## config.mk

```make
export PLATFORM = sky130hd
export DESIGN_NAME = l2_vector_normalizer
export DESIGN_NICKNAME = d
export VERILOG_FILES = /design/src/rtl/l2vn_pkg.sv /design/src/rtl/l2vn_ctrl.sv /design/src/rtl/l2vn_datapath.sv /design/src/rtl/l2_vector_normalizer.sv
export SDC_FILE = /design/constraint.sdc
export NUM_CORES = 2
export LEC_CHECK = 0
export BUFFER_PORTS_ARGS = -buffer_cell sky130_fd_sc_hd__buf_2
export CAP_MARGIN = 20
export CORE_MARGIN = 10
export CORE_UTILIZATION = 43
export CTS_CLUSTER_DIAMETER = 120
export CTS_CLUSTER_SIZE = 40
export DETAILED_ROUTE_END_ITERATION = 10
export PLACE_DENSITY = 0.57
export SLEW_MARGIN = 30
export SYNTH_ARGS = -nofsm -noshare
export SYNTH_HDL_FRONTEND = slang
export SYNTH_SLANG_ARGS = --single-unit
```

## constraint.sdc

```tcl
create_clock -name clk -period 23.9 [get_ports clk]
set_input_delay 2.39 -clock clk [delete_from_list [all_inputs] [get_ports clk]]
set_output_delay 2.39 -clock clk [all_outputs]
set_load 0.01 [all_outputs]
```

## src/rtl/l2vn_pkg.sv

```systemverilog
// ----------------------------------------------------------------------------
// l2vn_pkg
// Shared constants, controller states and control structs of the normalizer.
// ----------------------------------------------------------------------------
package l2vn_pkg;

  localparam int MAX_LEN   = 64;
  localparam int ADDR_W    = $clog2(MAX_LEN);
  localparam int CNT_W     = $clog2(MAX_LEN + 1);
  localparam int SAMPLE_W  = 16;
  localparam int SUM_W     = 37;
  localparam int T_W       = SUM_W + 1;
  localparam int ACC_W     = 76;
  localparam int BIT_W     = 4;
  localparam int EPS_W     = 16;
  localparam logic [EPS_W-1:0] EPS_RESET = 16'd107;
  localparam logic [BIT_W-1:0] BIT_TOP   = 4'd15;

  typedef enum logic [2:0] {
    S_IN,
    S_RD,
    S_INIT,
    S_ITER,
    S_OUT
  } state_t;

  typedef struct packed {
    logic accept;
    logic rd;
    logic init;
    logic iter;
    logic advance;
  } cmd_t;

  typedef struct packed {
    logic iter_done;
    logic last_elem;
  } status_t;

endpackage

```

## src/rtl/l2vn_ctrl.sv

```systemverilog
// ----------------------------------------------------------------------------
// l2vn_ctrl
// Sequencer: collects a vector, then steps each element through the scaler.
// ----------------------------------------------------------------------------
module l2vn_ctrl (
  input  logic              clk,
  input  logic              rst,
  input  logic              in_valid,
  output logic              in_stall,
  input  logic              last_in,
  output logic              out_valid,
  input  logic              out_stall,
  input  l2vn_pkg::status_t status,
  output l2vn_pkg::cmd_t    cmd
);
  import l2vn_pkg::*;

  state_t state, state_next;
  logic   in_beat;

  assign in_beat = in_valid && (state == S_IN);

  always_ff @(posedge clk) begin
    if (rst) begin
      state <= S_IN;
    end else begin
      state <= state_next;
    end
  end

  always_comb begin
    state_next = state;
    unique case (state)
      S_IN:   if (in_beat && last_in) state_next = S_RD;
      S_RD:   state_next = S_INIT;
      S_INIT: state_next = S_ITER;
      S_ITER: if (status.iter_done) state_next = S_OUT;
      S_OUT: begin
        if (!out_stall) state_next = status.last_elem ? S_IN : S_RD;
      end
      default: state_next = S_IN;
    endcase
  end

  always_comb begin
    cmd         = '0;
    in_stall    = 1'b1;
    out_valid   = 1'b0;
    unique case (state)
      S_IN: begin
        in_stall   = 1'b0;
        cmd.accept = in_valid;
      end
      S_RD:   cmd.rd   = 1'b1;
      S_INIT: cmd.init = 1'b1;
      S_ITER: cmd.iter = 1'b1;
      S_OUT: begin
        out_valid   = 1'b1;
        cmd.advance = !out_stall;
      end
      default: ;
    endcase
  end

endmodule

```

## src/rtl/l2vn_datapath.sv

```systemverilog
// ----------------------------------------------------------------------------
// l2vn_datapath
// Element buffer, square accumulator and bit-serial inverse-root scaler.
// ----------------------------------------------------------------------------
module l2vn_datapath (
  input  logic                           clk,
  input  logic                           rst,
  input  l2vn_pkg::cmd_t                 cmd,
  output l2vn_pkg::status_t              status,
  input  logic [l2vn_pkg::EPS_W-1:0]     epsilon,
  input  logic signed [l2vn_pkg::SAMPLE_W-1:0] sample,
  input  logic                           last_in,
  output logic signed [l2vn_pkg::SAMPLE_W-1:0] normalized,
  output logic                           last_out,
  output logic                           overflow
);
  import l2vn_pkg::*;

  logic [SAMPLE_W-1:0] mem [MAX_LEN];
  logic [SAMPLE_W-1:0] rdata;

  logic [CNT_W-1:0]  count, n_len;
  logic [SUM_W-1:0]  sum;
  logic              ovf_seen;
  logic [T_W-1:0]    t;
  logic [ADDR_W-1:0] k;

  logic [SAMPLE_W-1:0] in_mag;
  logic                room;
  logic [CNT_W-1:0]    count_new;
  logic [SUM_W-1:0]    sum_new;
  logic                ovf_new;

  logic                neg, zero;
  logic [SAMPLE_W-1:0] emag;
  logic [ACC_W-1:0]    x, y;
  logic [SAMPLE_W-1:0] q;
  logic [BIT_W-1:0]    b;
  logic [BIT_W:0]      bx;

  logic [ACC_W-1:0]    tw, lhs_p, lhs_m, rhs;
  logic                fits, done;
  logic [SAMPLE_W-1:0] q_fin, res;
  logic [SAMPLE_W-1:0] bitv;

  assign in_mag    = sample[SAMPLE_W-1] ? SAMPLE_W'(-sample) : SAMPLE_W'(sample);
  assign room      = count < CNT_W'(MAX_LEN);
  assign count_new = room ? count + CNT_W'(1) : count;
  assign sum_new   = room ? sum + SUM_W'(32'(in_mag) * 32'(in_mag)) : sum;
  assign ovf_new   = ovf_seen || !room;

  always_ff @(posedge clk) begin
    if (cmd.accept && room) mem[count[ADDR_W-1:0]] <= sample;
    if (cmd.rd) rdata <= mem[k];
  end

  always_ff @(posedge clk) begin
    if (rst) begin
      count    <= '0;
      sum      <= '0;
      ovf_seen <= 1'b0;
      k        <= '0;
    end else if (cmd.accept) begin
      k <= '0;
      if (last_in) begin
        count    <= '0;
        sum      <= '0;
        ovf_seen <= 1'b0;
      end else begin
        count    <= count_new;
        sum      <= sum_new;
        ovf_seen <= ovf_new;
      end
    end else if (cmd.advance) begin
      k <= k + ADDR_W'(1);
    end
  end

  always_ff @(posedge clk) begin
    if (cmd.accept && last_in) begin
      t        <= T_W'(sum_new) + T_W'(epsilon);
      n_len    <= count_new;
      overflow <= ovf_new;
    end
  end

  // Test (2c-1)^2 * t <= 4a^2 with c = q + 2^b, using x = t*q^2, y = t*q.
  assign tw    = ACC_W'(t);
  assign bx    = {1'b0, b};
  assign bitv  = SAMPLE_W'(1) << b;
  assign lhs_p = (x << 2) + (y << (bx + (BIT_W+1)'(3))) + (tw << (2 * b + 2)) + tw;
  assign lhs_m = (y << 2) + (tw << (bx + (BIT_W+1)'(2)));
  assign rhs   = ACC_W'(32'(emag) * 32'(emag)) << 32;
  assign fits  = !zero && ((lhs_p - lhs_m) <= rhs);
  assign done  = zero || (b == '0) || ((b == BIT_TOP) && fits);
  assign q_fin = zero ? '0 : (fits ? (q | bitv) : q);
  assign res   = neg ? SAMPLE_W'(-q_fin)
                     : (q_fin[SAMPLE_W-1] ? {1'b0, {(SAMPLE_W-1){1'b1}}} : q_fin);

  always_ff @(posedge clk) begin
    if (cmd.init) begin
      neg  <= rdata[SAMPLE_W-1];
      emag <= rdata[SAMPLE_W-1] ? SAMPLE_W'(-rdata) : rdata;
      zero <= (rdata == '0);
      x    <= '0;
      y    <= '0;
      q    <= '0;
      b    <= BIT_TOP;
    end else if (cmd.iter) begin
      if (fits) begin
        x <= x + (y << (bx + (BIT_W+1)'(1))) + (tw << (2 * b));
        y <= y + (tw << b);
        q <= q | bitv;
      end
      b <= b - BIT_W'(1);
      if (done) begin
        normalized <= res;
        last_out   <= ({1'b0, k} + CNT_W'(1)) == n_len;
      end
    end
  end

  assign status.iter_done = done;
  assign status.last_elem = ({1'b0, k} + CNT_W'(1)) == n_len;

endmodule

```

## src/rtl/l2_vector_normalizer.sv

```systemverilog
// ----------------------------------------------------------------------------
// l2_vector_normalizer
// After the last input beat each result takes a buffer read, a setup step
// and the bit-serial inverse-root scaler (one quotient bit per cycle), then
// one output beat. Input: 1 beat/cycle while a vector is collected;
// in_stall holds input until every result of the vector has gone out.
// Reset clears counters, sum and controller; epsilon resets to 107.
// ----------------------------------------------------------------------------
module l2_vector_normalizer (
  input  logic                                 clk,
  input  logic                                 rst,
  input  logic                                 in_valid,
  output logic                                 in_stall,
  input  logic signed [l2vn_pkg::SAMPLE_W-1:0] sample,
  input  logic                                 last_in,
  output logic                                 out_valid,
  input  logic                                 out_stall,
  output logic signed [l2vn_pkg::SAMPLE_W-1:0] normalized,
  output logic                                 last_out,
  output logic                                 overflow,
  input  logic                                 cfg_valid,
  output logic                                 cfg_ready,
  input  logic [l2vn_pkg::EPS_W-1:0]           cfg_data
);
  import l2vn_pkg::*;

  cmd_t             cmd;
  status_t          status;
  logic [EPS_W-1:0] epsilon;

  assign cfg_ready = 1'b1;

  always_ff @(posedge clk) begin
    if (rst) begin
      epsilon <= EPS_RESET;
    end else if (cfg_valid && cfg_ready) begin
      epsilon <= cfg_data;
    end
  end

  l2vn_ctrl u_ctrl (
    .clk       (clk),
    .rst       (rst),
    .in_valid  (in_valid),
    .in_stall  (in_stall),
    .last_in   (last_in),
    .out_valid (out_valid),
    .out_stall (out_stall),
    .status    (status),
    .cmd       (cmd)
  );

  l2vn_datapath u_dp (
    .clk        (clk),
    .rst        (rst),
    .cmd        (cmd),
    .status     (status),
    .epsilon    (epsilon),
    .sample     (sample),
    .last_in    (last_in),
    .normalized (normalized),
    .last_out   (last_out),
    .overflow   (overflow)
  );

endmodule

```

==> results.cfg <==
[synthesis]
ys_seq_elements = 1361
post_synth_main_area_contributors = sky130_fd_sc_hd__edfxtp_1 32%, sky130_fd_sc_hd__fa_1 13%, sky130_fd_sc_hd__mux4_2 8.5%
synth.top_cell.area_share = 0.323
yosys_most_used_dff = sky130_fd_sc_hd__edfxtp_1
count_of_cell_types_in_the_netlist = 99
seq_area_frac_synth = 0.369
postSynthCellCount = 9967
synth_enable_flop_cells = 1121
yosysWarningCount = 0
post-synth-top-area-cell = sky130_fd_sc_hd__edfxtp_1
syn-mean-instance-area_um2 = 10.5
syn_area_mm2 = 0.104
synth-async-reset-ratio = 0

[timing]
final-setup-viol-count = 0
timing.final.crit_share = 0.631
rsz_0062_raised_after_global_routing = no
clock-skew-final_ns = 0.163
worst_pin_slew_ns = 1.12
layout_min_cycle_time_ns = 15.08
max_slew_margin = 0.246
fin_tns_setup_ns = 0
hold_viol_final = 0
timing.final.max_slew_violations = 0
clock.fmax_mhz = 66.3
fin_ws_ns = 8.82

[clock_tree]
cts_max_path_buffers = 3
postCtsResizedCells = 0
clock_input_transition_at_the_sequential_cells_of_the_worst_setup_and_hold_paths_ns = 0.11
insertion_delay_of_the_later_clocked_pin_in_the_worst_skew_pair_ns = 0.82
post_cts_buffers = 0
tritoncts = built
clkSinkCount = 1361
cts_htree_levels = 2
cts.root.buffer_cell = sky130_fd_sc_hd__clkbuf_16
count_of_hold_fix_buffers_inserted_at_cts = 0
cts_made_buffers = 51

[setup_path]
worst_path_max_delay_cell = sky130_fd_sc_hd__dfxtp_4
critical_path.startpoint_type = flop
worstPathRequired_ns = 24.64
cp-end-kind = flop
crit_top_cell = sky130_fd_sc_hd__a21oi_1
critPathArrivalTime_ns = 15.82
critical_path_class = flop to flop
cp_max_fo = 62
critical-path-max-stage-delay_ns = 0.80

[die]
chipWidth_um = 512
num_rows = 180
die_area_mm2 = 0.262
floorplan.initialDensity = 0.433
design.core.area_mm2 = 0.241
num_ports = 59
die_height_um = 512

[placement]
dpl_worst_slack_ns = 8.88
place_hpwl_um = 277000
port-buffer-count = 57
placed_cells_incl_taps = 12875
post_dp_cell_area_mm2 = 0.108
globalplace.congestion = 1.04

[routing]
antenna_violating_nets_post_route = 0
routed_wirelength_um = 362000
drt-wirelength-per-cell_um = 27.9
drt-met1-wl_um = 153000
detailed_route_via_count = 77854
drc_markers = 0
top_signal_layer_used = met5
met3_wirelength_um = 32000
drt_iter0_drc = 9011
vias_per_cell = 6.00
detailedRoute.firstPassIterationCount = 7
dr_wl_met2_um = 159000

[cells_and_area]
post_route_cells_drive_above_1_share = 0.0894
syn2layout_area_growth_pct = 5.72
stdcell_area_mm2 = 0.110
fin_cells = 12974
finalNetCount = 10980
most_common_library_cell_in_the_layout_ignoring_fill_and_taps = sky130_fd_sc_hd__edfxtp_1
layout_common_cells = 1,121 x sky130_fd_sc_hd__edfxtp_1, 1,092 x sky130_fd_sc_hd__inv_1, 991 x sky130_fd_sc_hd__nand2_1

[global_route]
grt_start_max_net_pins = 141
global_route_wire_length_before_repair_um = 525000
grt_overflow = 0
first_global_vias = 76346
grt.total_usage = 0.266
grt_antenna_before_repair = 15

[status]
status = completed

[min_path]
min_path_type = flop to flop

[job]
timing.max_cap.violations = 0
state kept, by name (all words and copies together) (netlist names):
| register | cells |
|---|---|
| u_dp.q | 16 |
| u_dp.normalized | 16 |
| u_dp.sum | 37 |
| epsilon | 16 |
| u_dp.last_out | 1 |
| u_dp.overflow | 1 |
| u_dp.k | 6 |
| u_dp.zero | 1 |
| u_dp.b | 4 |
| u_dp.neg | 1 |
| u_dp.count | 7 |
| u_dp.x | 74 |
| u_dp.mem | 1024 |
| u_dp.t | 38 |
| u_dp.emag | 16 |
| u_dp.n_len | 7 |
| u_dp.y | 76 |
| u_dp.rdata | 16 |
| u_dp.ovf_seen | 1 |
| u_ctrl.state | 3 |
routing by layer:
| metal | track usage | vias to the layer above |
|---|---|---|
| li1 | - | 34531 |
| met1 | 0.370 | 39311 |
| met2 | 0.408 | 3404 |
| met3 | 0.0564 | 590 |
| met4 | 0.104 | 18 |
| met5 | 0.00292 | - |
logic make-up after synthesis:
logic type,after synthesis,synth area share
AO/OA/AOI/OAI,1929,0.112
XOR/XNOR,307,0.0258
adder cells (fa/ha/maj),1196,0.193
buffers and inverters,1638,0.0594
flip-flops,1361,0.369
multiplexers,773,0.122
other,2,0.0000721
AND/OR/NAND/NOR,2761,0.119
worst paths after layout:
kind	cells past startpoint	endpoint	start	slack, ns
hold / removal	2	u_dp.x[30]$_SDFFE_PP0P_	u_dp.x[30]$_SDFFE_PP0P_	0.46
setup / recovery	43	u_dp.y[74]$_SDFFE_PP0P_	u_dp.b[0]$_SDFFE_PP1P_	8.82
setup reg to reg	43	u_dp.y[74]$_SDFFE_PP0P_	u_dp.b[0]$_SDFFE_PP1P_	8.82
hold reg to reg	2	u_dp.x[30]$_SDFFE_PP0P_	u_dp.x[30]$_SDFFE_PP0P_	0.46
synthesized netlist by cell type (all sizes together) (140+ instances only):
master / count
a21o: 155
a21oi: 631
buf: 140
clkbuf: 389
dfxtp: 240
edfxtp: 1121
fa: 682
ha: 514
inv: 1098
mux2i: 340
mux4: 392
nand2: 991
nand3: 228
nor2: 867
o21ai: 576
xnor2: 204
metrics by stage:
step	hold slack [ns]	util
floorplan	0.426	-
global placement	0.441	0.449
detailed placement	0.444	0.449
CTS	0.459	0.457
global route	0.474	0.457
finish	0.456	0.457
area by class of cell:
cell class | count | area [µm²]
Timing Repair Buffer | 242 | 1820
Tap cell | 3185 | 3990
Inverter | 1109 | 4180
Clock inverter | 23 | 482
Fill cell | 22391 | 131000
Sequential cell | 1361 | 38500
Multi-Input combinational cell | 6981 | 59800
Antenna cell | 5 | 12.5
Clock buffer | 68 | 1340
critical path, delay by kind of cell (launching register included):
kind / cells / cell delay [ns]
AO/OA/AOI/OAI: 10 / 2.75
XOR/XNOR: 1 / 0.13
adder cells (fa/ha/maj): 7 / 2.87
buffers and inverters: 6 / 2.25
flip-flops: 1 / 0.80
multiplexers: 1 / 0.42
AND/OR/NAND/NOR: 18 / 5.65
Power is left out: the tool's default activity adds up to more than one toggle a clock period on the data nets, which glitch-free logic cannot reach.
